==> src/sv/wcbl_pkg.sv <==
// ----------------------------------------------------------------------------
// wcbl_pkg: shared types and constants of the write credit bucket limiter
// Opcodes, time constants, the prescaler setup record and saturating refill.
// ----------------------------------------------------------------------------
package wcbl_pkg;

	// request opcodes
	typedef enum logic [1:0] {
		OP_WRITE  = 2'd0,
		OP_TICK   = 2'd1,
		OP_PRESET = 2'd2,
		OP_IDLE   = 2'd3
	} op_t;

	// seconds in one hour and its bit count
	localparam int          DIV_BITS     = 12;
	localparam logic [11:0] HOUR_SECONDS = 12'd3600;

	// allowance ceiling and low-water mark
	localparam logic [7:0] CREDIT_MAX = 8'd255;
	localparam logic [7:0] LOW_MARK   = 8'd64;

	// setup sequence: 18 steps cover both the hour divider and the hour split
	localparam int          STEP_W      = 5;
	localparam logic [4:0]  PREP_LAST   = 5'd17;
	localparam logic [11:0] RESET_PERIOD = 12'd3601;

	// prescaler setup derived from tick_seconds
	typedef struct packed {
		logic        busy;
		logic        acc_mode;   // tick of an hour or longer
		logic [11:0] period;     // prescaler reload, (3600 / secs) | 1
		logic [4:0]  hours;      // whole hours in one tick
		logic [11:0] rem_sec;    // leftover seconds in one tick
	} prep_t;

	// allowance plus refills, saturating at the ceiling
	function automatic logic [7:0] sat_add(input logic [7:0] a, input logic [4:0] n);
		logic [8:0] sum;
		sum = {1'b0, a} + {4'd0, n};
		return (sum > {1'b0, CREDIT_MAX}) ? CREDIT_MAX : sum[7:0];
	endfunction

endpackage

==> src/sv/wcbl_in_if.sv <==
// ----------------------------------------------------------------------------
// wcbl_in_if: request channel
// Valid/ready channel carrying one limiter request per transaction.
// ----------------------------------------------------------------------------
interface wcbl_in_if;
	logic       valid;
	logic       ready;
	logic [1:0] op;
	logic [5:0] partition;
	logic [7:0] reload_cycles;
	logic [7:0] load_value;

	modport source (output valid, output op, output partition, output reload_cycles,
		output load_value, input ready);
	modport sink (input valid, input op, input partition, input reload_cycles,
		input load_value, output ready);
endinterface

==> src/sv/wcbl_out_if.sv <==
// ----------------------------------------------------------------------------
// wcbl_out_if: result channel
// Valid/ready channel carrying one limiter result per transaction.
// ----------------------------------------------------------------------------
interface wcbl_out_if;
	logic       valid;
	logic       ready;
	logic       granted;
	logic       status;
	logic [7:0] allowance;
	logic [7:0] budget_left;
	logic       allowance_low;

	modport source (output valid, output granted, output status, output allowance,
		output budget_left, output allowance_low, input ready);
	modport sink (input valid, input granted, input status, input allowance,
		input budget_left, input allowance_low, output ready);
endinterface

==> src/sv/write_credit_bucket_limiter.sv <==
// Pipeline: a request is registered in stage s1 and its result in stage s2.
// Throughput: one request per cycle, set by the single-pass bucket update,
// while rsp.ready holds. After a tick_seconds write, ready is low while the
// setup unit steps its divider; configuration writes are taken at any time.
// Reset: allowances and budgets clear, prescaler at one tick, tick_seconds
// behaves as 1 (period 3601 ticks), both pipeline stages empty.
// ----------------------------------------------------------------------------
// write_credit_bucket_limiter: two-level write credit limiter
// Buckets of partitions each hold an hourly allowance and a short budget;
// ticks are prescaled into hourly refills of every bucket.
// ----------------------------------------------------------------------------
module write_credit_bucket_limiter #(
	parameter int NUM_BUCKETS           = 8,
	parameter int PARTITIONS_PER_BUCKET = 8
) (
	input  logic        clk,
	input  logic        arst_n,
	wcbl_in_if.sink     req,
	wcbl_out_if.source  rsp,
	input  logic        cfg_we,
	input  logic [15:0] cfg_wdata
);

	localparam int BW = (NUM_BUCKETS > 1) ? $clog2(NUM_BUCKETS) : 1;

	// setup unit
	wcbl_pkg::prep_t prep;

	wcbl_prep u_prep (
		.clk    (clk),
		.arst_n (arst_n),
		.start  (cfg_we),
		.secs   (cfg_wdata),
		.prep   (prep)
	);

	// state
	logic [7:0]  alw_q [NUM_BUCKETS];
	logic [7:0]  bud_q [NUM_BUCKETS];
	logic [11:0] tick_q;
	logic [11:0] acc_q;

	// pipeline registers
	logic              valid_s1;
	wcbl_pkg::op_t     op_s1;
	logic [5:0]        part_s1;
	logic [7:0]        reload_s1;
	logic [7:0]        load_s1;
	logic              valid_s2;
	logic              granted_s2;
	logic              status_s2;
	logic [7:0]        alw_s2;
	logic [7:0]        bud_s2;

	logic adv;
	logic take;
	logic fire;

	// handshake
	assign adv       = !valid_s2 || rsp.ready;
	assign fire      = valid_s1 && adv;
	assign req.ready = !prep.busy && !cfg_we && (!valid_s1 || adv);
	assign take      = req.valid && req.ready;

	// bucket of a partition, a constant table over all 64 partitions
	function automatic logic [BW-1:0] bucket_of(input logic [5:0] p);
		logic [BW-1:0] b;
		b = '0;
		for (int j = 0; j < 64; j++) begin
			if (p == 6'(j)) begin
				b = BW'((j / PARTITIONS_PER_BUCKET) % NUM_BUCKETS);
			end
		end
		return b;
	endfunction

	// bucket select
	logic [BW-1:0] b_idx;
	assign b_idx = bucket_of(part_s1);

	// prescaler and accumulator
	logic [11:0] cnt_dec;
	logic        period_end;
	logic [12:0] acc_sum;
	logic        acc_carry;
	logic [4:0]  refill_n;

	assign cnt_dec    = tick_q - 12'd1;
	assign period_end = (cnt_dec == 12'd0);
	assign acc_sum    = {1'b0, acc_q} + {1'b0, prep.rem_sec};
	assign acc_carry  = (acc_sum >= {1'b0, wcbl_pkg::HOUR_SECONDS});
	assign refill_n   = prep.acc_mode ? (prep.hours + {4'd0, acc_carry}) : 5'd1;

	// bucket update
	logic [7:0]  alw_nx [NUM_BUCKETS];
	logic [7:0]  bud_nx [NUM_BUCKETS];
	logic [11:0] tick_nx;
	logic [11:0] acc_nx;
	logic [7:0]  cur_a;
	logic [7:0]  cur_b;
	logic        granted;
	logic        status;

	assign cur_a = alw_q[b_idx];
	assign cur_b = bud_q[b_idx];

	always_comb begin
		for (int i = 0; i < NUM_BUCKETS; i++) begin
			alw_nx[i] = alw_q[i];
			bud_nx[i] = bud_q[i];
		end
		tick_nx = tick_q;
		acc_nx  = acc_q;
		granted = 1'b1;
		status  = 1'b0;
		unique case (op_s1)
			wcbl_pkg::OP_WRITE: begin
				priority if (cur_b != 8'd0) begin
					bud_nx[b_idx] = cur_b - 8'd1;
				end else if (cur_a != 8'd0) begin
					bud_nx[b_idx] = reload_s1;
					alw_nx[b_idx] = cur_a - 8'd1;
				end else begin
					granted = 1'b0;
					status  = 1'b1;
				end
			end
			wcbl_pkg::OP_TICK: begin
				tick_nx = period_end ? prep.period : cnt_dec;
				if (period_end) begin
					for (int i = 0; i < NUM_BUCKETS; i++) begin
						alw_nx[i] = wcbl_pkg::sat_add(alw_q[i], refill_n);
					end
					if (prep.acc_mode) begin
						acc_nx = acc_carry ?
							12'(acc_sum - {1'b0, wcbl_pkg::HOUR_SECONDS}) : acc_sum[11:0];
					end
				end
			end
			wcbl_pkg::OP_PRESET: begin
				alw_nx[b_idx] = load_s1;
			end
			wcbl_pkg::OP_IDLE: begin
				granted = 1'b0;
			end
			default: begin
				granted = 1'b0;
			end
		endcase
	end

	// control and state registers
	always_ff @(posedge clk or negedge arst_n) begin
		if (!arst_n) begin
			valid_s1 <= 1'b0;
			valid_s2 <= 1'b0;
			tick_q   <= 12'd1;
			acc_q    <= '0;
			for (int i = 0; i < NUM_BUCKETS; i++) begin
				alw_q[i] <= '0;
				bud_q[i] <= '0;
			end
		end else begin
			if (take) begin
				valid_s1 <= 1'b1;
			end else if (adv) begin
				valid_s1 <= 1'b0;
			end
			if (adv) begin
				valid_s2 <= valid_s1;
			end
			if (fire) begin
				tick_q <= tick_nx;
				acc_q  <= acc_nx;
				for (int i = 0; i < NUM_BUCKETS; i++) begin
					alw_q[i] <= alw_nx[i];
					bud_q[i] <= bud_nx[i];
				end
			end
		end
	end

	// payload registers
	always_ff @(posedge clk) begin
		if (take) begin
			op_s1     <= wcbl_pkg::op_t'(req.op);
			part_s1   <= req.partition;
			reload_s1 <= req.reload_cycles;
			load_s1   <= req.load_value;
		end
		if (fire) begin
			granted_s2 <= granted;
			status_s2  <= status;
			alw_s2     <= alw_nx[b_idx];
			bud_s2     <= bud_nx[b_idx];
		end
	end

	// result channel
	assign rsp.valid         = valid_s2;
	assign rsp.granted       = granted_s2;
	assign rsp.status        = status_s2;
	assign rsp.allowance     = alw_s2;
	assign rsp.budget_left   = bud_s2;
	assign rsp.allowance_low = (alw_s2 < wcbl_pkg::LOW_MARK);

`ifndef SYNTHESIS
	// no request is taken while the setup unit runs
	a_no_take_busy: assert property (@(posedge clk) disable iff (!arst_n)
		req.valid && req.ready |-> !prep.busy)
		else $error("request taken during prescaler setup");

	// a configuration write starts the setup unit
	a_cfg_starts: assert property (@(posedge clk) disable iff (!arst_n)
		cfg_we |=> prep.busy)
		else $error("setup not started after configuration write");

	// the prescaler never rests at zero
	a_tick_nonzero: assert property (@(posedge clk) disable iff (!arst_n)
		tick_q != 12'd0)
		else $error("prescaler count at zero");

	// leftover seconds stay below one hour
	a_acc_range: assert property (@(posedge clk) disable iff (!arst_n)
		acc_q < wcbl_pkg::HOUR_SECONDS)
		else $error("seconds accumulator out of range");

	// a refused write is never marked granted
	a_refuse: assert property (@(posedge clk) disable iff (!arst_n)
		valid_s2 && status_s2 |-> !granted_s2)
		else $error("refused write marked granted");
`endif

endmodule

==> src/sv/wcbl_prep.sv <==
// ----------------------------------------------------------------------------
// wcbl_prep: prescaler setup unit
// After a tick_seconds write, works out the prescaler period (3600 / secs) | 1
// with a one-bit-per-cycle restoring divider, and splits secs into whole
// hours and leftover seconds by one compare-subtract per cycle.
// ----------------------------------------------------------------------------
module wcbl_prep (
	input  logic            clk,
	input  logic            arst_n,
	input  logic            start,
	input  logic [15:0]     secs,
	output wcbl_pkg::prep_t prep
);

	logic [wcbl_pkg::STEP_W-1:0] step_q;
	logic                        busy_q;
	logic [15:0]                 dvs_q;
	logic [15:0]                 div_rem_q;
	logic [11:0]                 quo_q;
	logic [15:0]                 hr_rem_q;
	logic [4:0]                  hr_cnt_q;
	wcbl_pkg::prep_t             out_q;

	logic [3:0]  bit_idx;
	logic [16:0] shifted;
	logic        div_ge;
	logic [15:0] div_rem_nx;
	logic [11:0] quo_nx;
	logic        div_on;
	logic        hr_ge;
	logic [15:0] hr_rem_nx;
	logic [4:0]  hr_cnt_nx;

	// restoring divider step on the constant 3600
	assign div_on     = (step_q < wcbl_pkg::STEP_W'(wcbl_pkg::DIV_BITS));
	assign bit_idx    = 4'(wcbl_pkg::DIV_BITS - 1) - step_q[3:0];
	assign shifted    = {div_rem_q, wcbl_pkg::HOUR_SECONDS[bit_idx]};
	assign div_ge     = (shifted >= {1'b0, dvs_q});
	assign div_rem_nx = div_ge ? 16'(shifted - {1'b0, dvs_q}) : shifted[15:0];
	assign quo_nx     = {quo_q[10:0], div_ge};

	// hour split step
	assign hr_ge     = (hr_rem_q >= {4'd0, wcbl_pkg::HOUR_SECONDS});
	assign hr_rem_nx = hr_ge ? (hr_rem_q - {4'd0, wcbl_pkg::HOUR_SECONDS}) : hr_rem_q;
	assign hr_cnt_nx = hr_ge ? (hr_cnt_q + 5'd1) : hr_cnt_q;

	// sequencer and result register
	always_ff @(posedge clk or negedge arst_n) begin
		if (!arst_n) begin
			busy_q           <= 1'b0;
			step_q           <= '0;
			out_q.busy       <= 1'b0;
			out_q.acc_mode   <= 1'b0;
			out_q.period     <= wcbl_pkg::RESET_PERIOD;
			out_q.hours      <= '0;
			out_q.rem_sec    <= '0;
		end else if (start) begin
			busy_q     <= 1'b1;
			out_q.busy <= 1'b1;
			step_q     <= '0;
		end else if (busy_q) begin
			step_q <= step_q + 5'd1;
			if (step_q == wcbl_pkg::PREP_LAST) begin
				busy_q         <= 1'b0;
				out_q.busy     <= 1'b0;
				out_q.acc_mode <= (dvs_q >= {4'd0, wcbl_pkg::HOUR_SECONDS});
				out_q.period   <= quo_q | 12'd1;
				out_q.hours    <= hr_cnt_nx;
				out_q.rem_sec  <= hr_rem_nx[11:0];
			end
		end
	end

	// datapath registers
	always_ff @(posedge clk) begin
		if (start) begin
			// a zero period counts as one second
			dvs_q     <= (secs == 16'd0) ? 16'd1 : secs;
			hr_rem_q  <= (secs == 16'd0) ? 16'd1 : secs;
			div_rem_q <= '0;
			quo_q     <= '0;
			hr_cnt_q  <= '0;
		end else if (busy_q) begin
			if (div_on) begin
				div_rem_q <= div_rem_nx;
				quo_q     <= quo_nx;
			end
			hr_rem_q <= hr_rem_nx;
			hr_cnt_q <= hr_cnt_nx;
		end
	end

	assign prep = out_q;

`ifndef SYNTHESIS
	// the partial remainder stays below the divisor
	a_rem_below_dvs: assert property (@(posedge clk) disable iff (!arst_n)
		busy_q && div_on |-> div_rem_q < dvs_q)
		else $error("divider remainder not below divisor");

	// a finished setup leaves an odd period
	a_period_odd: assert property (@(posedge clk) disable iff (!arst_n)
		!out_q.busy |-> out_q.period[0])
		else $error("prescaler period even");

	// the leftover seconds stay below one hour
	a_rem_sec_range: assert property (@(posedge clk) disable iff (!arst_n)
		!out_q.busy |-> out_q.rem_sec < wcbl_pkg::HOUR_SECONDS)
		else $error("leftover seconds out of range");
`endif

endmodule

==> src/flat_wrapper.sv <==
// flat-port wrapper written by rule: the top's interface ports become plain ports
module write_credit_bucket_limiter_flat 
#(
	parameter int NUM_BUCKETS           = 8,
	parameter int PARTITIONS_PER_BUCKET = 8
)
  (clk, arst_n, cfg_we, cfg_wdata, req_valid, req_op, req_partition, req_reload_cycles, req_load_value, req_ready, rsp_valid, rsp_granted, rsp_status, rsp_allowance, rsp_budget_left, rsp_allowance_low, rsp_ready);
  wcbl_in_if req_i ();
  wcbl_out_if rsp_i ();
  input  logic clk;
  input  logic arst_n;
  input  logic cfg_we;
  input  logic [15:0] cfg_wdata;
  input wire logic [$bits(req_i.valid)-1:0] req_valid;
  input wire logic [$bits(req_i.op)-1:0] req_op;
  input wire logic [$bits(req_i.partition)-1:0] req_partition;
  input wire logic [$bits(req_i.reload_cycles)-1:0] req_reload_cycles;
  input wire logic [$bits(req_i.load_value)-1:0] req_load_value;
  output wire logic [$bits(req_i.ready)-1:0] req_ready;
  output wire logic [$bits(rsp_i.valid)-1:0] rsp_valid;
  output wire logic [$bits(rsp_i.granted)-1:0] rsp_granted;
  output wire logic [$bits(rsp_i.status)-1:0] rsp_status;
  output wire logic [$bits(rsp_i.allowance)-1:0] rsp_allowance;
  output wire logic [$bits(rsp_i.budget_left)-1:0] rsp_budget_left;
  output wire logic [$bits(rsp_i.allowance_low)-1:0] rsp_allowance_low;
  input wire logic [$bits(rsp_i.ready)-1:0] rsp_ready;
  assign req_i.valid = req_valid;
  assign req_i.op = req_op;
  assign req_i.partition = req_partition;
  assign req_i.reload_cycles = req_reload_cycles;
  assign req_i.load_value = req_load_value;
  assign req_ready = req_i.ready;
  assign rsp_valid = rsp_i.valid;
  assign rsp_granted = rsp_i.granted;
  assign rsp_status = rsp_i.status;
  assign rsp_allowance = rsp_i.allowance;
  assign rsp_budget_left = rsp_i.budget_left;
  assign rsp_allowance_low = rsp_i.allowance_low;
  assign rsp_i.ready = rsp_ready;
  write_credit_bucket_limiter #(.NUM_BUCKETS(NUM_BUCKETS), .PARTITIONS_PER_BUCKET(PARTITIONS_PER_BUCKET)) u_core (.clk(clk), .arst_n(arst_n), .req(req_i), .rsp(rsp_i), .cfg_we(cfg_we), .cfg_wdata(cfg_wdata));
endmodule
==> config.mk <==
export PLATFORM = sky130hd
export DESIGN_NAME = write_credit_bucket_limiter_flat
export DESIGN_NICKNAME = d
export VERILOG_FILES = /design/src/sv/wcbl_pkg.sv /design/src/sv/wcbl_in_if.sv /design/src/sv/wcbl_out_if.sv /design/src/sv/write_credit_bucket_limiter.sv /design/src/sv/wcbl_prep.sv /design/src/flat_wrapper.sv
export SDC_FILE = /design/constraint.sdc
export NUM_CORES = 1
export LEC_CHECK = 0
export ABC_AREA = 1
export BUFFER_PORTS_ARGS = -buffer_cell sky130_fd_sc_hd__buf_2
export CORE_ASPECT_RATIO = 1.4
export CORE_MARGIN = 2
export CORE_UTILIZATION = 55
export DETAILED_ROUTE_END_ITERATION = 8
export PLACE_DENSITY = 0.76
export SKIP_CTS_REPAIR_TIMING = 1
export SYNTH_ARGS = -nofsm -noshare
export SYNTH_HDL_FRONTEND = slang
export SYNTH_SLANG_ARGS = --single-unit
==> constraint.sdc <==
create_clock -name clk -period 5.5 [get_ports clk]
set_input_delay 0.825 -clock clk [delete_from_list [all_inputs] [get_ports clk]]
set_output_delay 0.825 -clock clk [all_outputs]
set_load 0.05 [all_outputs]
==> metrics.txt, run 1 <==
post-detail-place hpwl=55,080 µm; EDFF count, synth=71; post-layout worst setup margin=about 0.24 ns; CP endpoint kind=flip-flop; post-route antenna net violation count=0; layout cell share with drive strength beyond 1=8.469%; min Tclk post-route=around 5.3 ns; Max clock buf depth=3; dpl cell area=0.02542 mm²; YS warnings=0; core area=about 0.044 mm²; WP data required=5.77 ns; final hold vios=0; PwrDens=254.3 mW/mm²; Commonest cells post-synth=nand2_1 (1,429), nand3_1 (402), inv_1 (358), o21ai_0 (324); Worst Tran Pin Value=~1.1 ns; Peak supply drop=between 0.0002 and 0.0003 V; clock network power share=34.6%; CP delay by family, top=simple AND/OR/NAND/NOR gates; mean routed wirelength per cell=18.69 µm; clock-pin slew on the worst setup and hold paths=roughly 0.060 ns; post-synthesis register bit count=294; gp weighted congestion=between 1 and 1.5; Die H=roughly 250 µm; Tcrit/Tclk final=95.72%; initial drt markers=2,805; Synth area leaders=nand2_1 (22%), dfrtp_1 (19%), edfxtp_1 (8.7%), nand3_1 (8.2%), o21ai_0 (6.6%); gr ovfl total=0; sw power=2334 µW; HP Class=flip-flop to flip-flop; Place WS=0.03556 ns; Die Width=182.6 µm; worst skew pair latency=0.55 ns; Setup Skew=0.02638 ns; aggregate global-route resource usage=35.54%; Syn-to-layout area delta=9.188%; CP max-delay cell=dfrtp_1; post-synthesis sequential area ratio=30.75%; TritonCTS buffer count=34; Final #Nets=3,988; slowest stage delay, CP=0.38 ns; status=completed; Leak=between 0.01 and 0.015 µW; Slew Limit Fails=0; post-synth top area cell=nand2_1; via count=26,320; critical path class=flip-flop to flip-flop; initial antenna violation count=1; startpoint types=flip-flop; combinational power share=26.3%; most frequent cell after synthesis=nand2_1; Post-Syn Instances=3,883; global-route wire length before repair=around 130,000 µm; top cell type's share of synthesized area=21.83%; final instance area=0.02682 mm²; I/O Pins=66; largest net degree at the start of global routing=~110; RSZ-0062 raised after global routing=yes; Arr. time, crit path=about 5.5 ns; WP buf/inv=4; ys async rst share=approximately 65%; Via-to-Cell Ratio=5.938; DRC viols=0; CTS tree=built; Main synth FF type=dfrtp_1; initial core utilization=55.75%; die area=roughly 0.046 mm²; syn nets=4,023; maxcap violations=0; fillers=4,246; Post-Syn Area=approximately 0.025 mm²; Final setup viols=0; port bufs=62; vias in the first global route=23,960; Syn Area/Cell=approximately 6.3 µm²; Yosys cell types=49; Root Buffer=clkbuf_16; Clock Sinks=294; Cell Rows=91; Total Wirelength=between 80,000 and 90,000 µm; Int Power=4486 µW; Peak Freq=roughly 190 MHz; Crit Path Max Fanout=4; Slew headroom=a little under a quarter; sequential share of power=about two fifths; DR pass1 iterations=8; fraction of power spent switching nets=34.22%; H-tree Lvls=2
metal layers:
| layer | global-route usage (%) | wire length [µm] | vias up |
|---|---|---|---|
| li1 | - | - | 12710 |
| met1 | 43.29 | 30970 | 11960 |
| met2 | 58.69 | 38040 | 1322 |
| met3 | 4.615 | 7493 | 324 |
| met4 | 24.19 | 6316 | 0 |
| met5 | 0 | 0 | - |
area by class of cell:
| class | instances | area (µm²) | share of cell area, % |
|---|---|---|---|
| Multi-Input combinational cell | 3006 | 15010 | 55.97 |
| Sequential cell | 294 | 7553 | 28.16 |
| Inverter | 366 | 1381 | 5.149 |
| Timing Repair Buffer | 146 | 1052 | 3.923 |
| Clock buffer | 48 | 985.9 | 3.676 |
| Tap cell | 558 | 698.2 | 2.603 |
| Clock inverter | 13 | 136.4 | 0.5084 |
| Antenna cell | 1 | 2.502 | 0.009329 |
tightest hold or removal path: cells and delay by family (launching register included):
family	cells	cell delay [ns]
AND/OR/NAND/NOR	2	0.11
flip-flops	1	0.31
state kept, by name, indices dropped and copies added (netlist names):
signal,cells
u_core.alw_q,64
u_core.bud_q,64
u_core.u_prep.prep,30
u_core.u_prep.div_rem_q,16
u_core.u_prep.dvs_q,16
u_core.u_prep.hr_rem_q,16
u_core.acc_q,12
u_core.tick_q,12
u_core.u_prep.quo_q,12
u_core.load_s1,8
u_core.reload_s1,8
u_core.rsp.allowance,8
u_core.rsp.budget_left,8
u_core.u_prep.hr_cnt_q,5
u_core.u_prep.step_q,5
u_core.part_s1,3
u_core.op_s1,2
u_core.rsp.granted,1
u_core.rsp.status,1
u_core.rsp.valid,1
u_core.u_prep.busy_q,1
u_core.valid_s1,1
power groups by stage:
stage / clock, µW / combinational, µW / sequential (µW)
global route: 2470 / 2040 / 2700
finish: 2360 / 1790 / 2670
global placement: 0 / 1690 / 2700
floorplan: 0 / 1340 / 2630
detailed placement: 0 / 1730 / 2700
CTS: 2390 / 1740 / 2660
per-stage QoR:
stage / TNS (ns) / utilization [%] / hold slack, ns / power [µW] / cells
final: 0 / 60.88 / 0.4140 / 6820 / 4432
after global routing: -0.3208 / 60.88 / 0.4344 / 7205 / 4432
after CTS: 0 / 60.23 / 0.4127 / 6785 / 4427
after detailed placement: 0 / 57.68 / 0.4041 / 4426 / 4366
after global placement: 0 / 57.68 / 0.4003 / 4390 / 4366
after floorplan: 0 / - / 0.3929 / 3975 / 3883
layout by cell type, fill, tap and decap left out, types with 73 or more instances in the layout:
cell type and n:
ha_1 74, o21ai_0 320, dfrtp_1 185, nand2_1 1409, nor2_1 167, o211ai_1 108, inv_1 352, nand3_1 401
a21oi_1 149, buf_4 73
kinds of logic (layout without fill, tap and decap cells):
| kind of cell | after synthesis | in the layout | synth area share, % |
|---|---|---|---|
| simple gates | 2173 | 2173 | 37.15 |
| compound gates | 672 | 672 | 15.20 |
| buf+inv | 583 | 573 | 9.381 |
| flops | 294 | 294 | 30.75 |
| fa+ha+maj | 95 | 95 | 5.144 |
| xor+xnor | 66 | 66 | 2.384 |
| other cells | 0 | 1 | 0 |
path summary, 6_finish.rpt:
check	startpoint	end	slack [ns]	cells after the start
worst max-delay path	u_core.acc_q[0]$_DFFE_PN0P_	u_core.rsp.allowance[4]$_DFFE_PP_	0.24	30
worst min-delay path	u_core.u_prep.quo_q[11]$_SDFFE_PP0P_	u_core.u_prep.prep[28]$_DFFE_PN1P_	0.41	2
worst max register to register	u_core.acc_q[0]$_DFFE_PN0P_	u_core.rsp.allowance[4]$_DFFE_PP_	0.24	30
worst min register to register	u_core.u_prep.quo_q[11]$_SDFFE_PP0P_	u_core.u_prep.prep[28]$_DFFE_PN1P_	0.41	2
max in group asynchronous	arst_n	u_core.bud_q[43]$_DFFE_PN0P_	3.97	2
min in group asynchronous	arst_n	u_core.acc_q[0]$_DFFE_PN0P_	0.42	1
Note: power is estimated with default switching activity, not from simulation.
==> inputs of run 2 (changes only) <==
CORE_MARGIN = default   (was 2)
==> metrics.txt, run 2 (synthesized netlist as in run 1, its figures left out) <==
status=completed; most used routing layer=met2; Worst Tran Pin Value=1.101 ns; Die Width=180.6 µm; critical path class=flip-flop to flip-flop; Peak supply drop=0.0003197 V; Cell Rows=91; CP max-delay cell=fa_2; DRC viols=0; post-detail-place hpwl=around 56,000 µm; slowest stage delay, CP=roughly 0.36 ns; initial antenna violation count=2; H-tree Lvls=2; aggregate global-route resource usage=between 30% and 40%; global-route wire length before repair=approximately 130,000 µm; Slew headroom=26.61%; area taken by multi-input logic gates=0.01503 mm²; worst skew pair latency=0.55 ns; most common cell after layout, fill and taps aside=nand2_1; Via-to-Cell Ratio=5.946; PwrDens=around 260 mW/mm²; Clock Sinks=294; core area=approximately 0.044 mm²; mean routed wirelength per cell=18.62 µm; global-route track usage on met3=under 10%; Syn-to-layout area delta=10.19%; Register Area=0.007553 mm²; met2 Resource Use GR=59.33%; gr ovfl total=0; final hold vios=0; Die H=252.1 µm; most used cell, CP=nand2_1; fillers=4,175; min Tclk post-route=5.275 ns; Final setup viols=0; Finished Layout Cells=4,458; die area=0.04553 mm²; Slew Limit Fails=0; DR pass1 iterations=6; post-route antenna net violation count=0; I/O Pins=66; Setup Skew=0.02102 ns; Leak=0.01284 µW; port bufs=62; crit path from=u_core.u_prep.prep[0]$_DFFE_PN0P_; Total Wirelength=about 83,000 µm; CTS tree=built; startpoint types=flip-flop; Place WS=about 0.011 ns; worst reg-to-reg setup slack=0.22 ns; gp weighted congestion=between 1 and 1.5; clock-pin slew on the worst setup and hold paths=0.06 ns; Final #Nets=4,013; Peak Freq=189.6 MHz; overall power=about 7000 µW; dpl cell area=0.02562 mm²; Tcrit/Tclk final=95.91%; layout cell share with drive strength beyond 1=under 10%; WP data required=5.76 ns; TritonCTS buffer count=34; maxcap violations=0; via count=26,510; Arr. time, crit path=5.53 ns; post-layout worst setup margin=0.2248 ns; Placed Instances=4,393; Root Buffer=clkbuf_16; met1 GRT Util=42.55%; RR Startpoint=u_core.u_prep.prep[0]$_DFFE_PN0P_; RSZ-0062 raised after global routing=yes; Max clock buf depth=3; vias in the first global route=24,190; Crit Path Max Fanout=5; initial core utilization=55.75%; largest net degree at the start of global routing=roughly 120; initial drt markers=2,792; most frequent cells in the layout=nand2_1 (1,414), nand3_1 (395), inv_1 (353); utilization after layout=61.43%; CP endpoint kind=flip-flop; final instance area=0.02707 mm²; HP Class=input pin to asynchronous set/reset pin
-- run 2: changes by cell type in the layout (fill, tap and decap cells not counted), moves of 4 or more --
cell	change
a21oi_1	+5
a21oi_2	-5
buf_4	+28
fa_1	+6
fa_2	-6
ha_2	-4
ha_4	+4
nand2_1	+5
nand3_1	-6
nand3_2	+6
-- run 2: power breakdown --
part | leakage (µW) | internal [µW] | switching [µW]
clock | 0.000566 | 1440 | 1010
combinational | 0.00921 | 678 | 1120
sequential | 0.00307 | 2460 | 209
total | 0.0128 | 4580 | 2330
-- run 2: metal layers --
| metal | wire, µm | vias up | part of all wire, % |
|---|---|---|---|
| met5 | 8 | - | 0.0096 |
| met4 | 6804 | 2 | 8.2 |
| met3 | 6958 | 358 | 8.4 |
| met2 | 38380 | 1287 | 46 |
| met1 | 30870 | 12100 | 37 |
| li1 | - | 12760 | - |
-- run 2: final cells by class --
type                            count  area share (%)
Tap cell                          558           2.579
Multi-Input combinational cell   3006           55.54
Sequential cell                   294           27.90
Clock inverter                     15          0.7395
Clock buffer                       47           3.591
Antenna cell                        1        0.009244
Timing Repair Buffer              171           4.539
Inverter                          366           5.103
-- run 2: final timing paths --
path	endpoint	cells past startpoint
worst max-delay path	u_core.rsp.allowance[7]$_DFFE_PP_	35
worst min-delay path	u_core.alw_q[47]$_DFFE_PN0P_	1
worst max register to register	u_core.rsp.allowance[7]$_DFFE_PP_	35
worst min register to register	u_core.u_prep.prep[28]$_DFFE_PN1P_	2
max in group asynchronous	u_core.alw_q[31]$_DFFE_PN0P_	2
min in group clk	u_core.u_prep.prep[28]$_DFFE_PN1P_	2
-- run 2: worst max-delay path: cells and delay by family, from the launching register on --
family | cells | cell delay, ns
simple gates | 18 | 1.90
compound gates | 5 | 0.73
fa+ha+maj | 6 | 1.35
flops | 1 | 0.35
buf+inv | 5 | 0.49
xor+xnor | 1 | 0.17
-- run 2: through the flow --
step / setup TNS [ns] / hold slack [ns]
2_1_floorplan: 0 / 0.3929
3_5_place_dp: 0 / 0.4053
5_1_grt: -0.8499 / 0.3922
6_report: 0 / 0.3445
4_1_cts: -0.09494 / 0.3529
3_3_place_gp: 0 / 0.4011
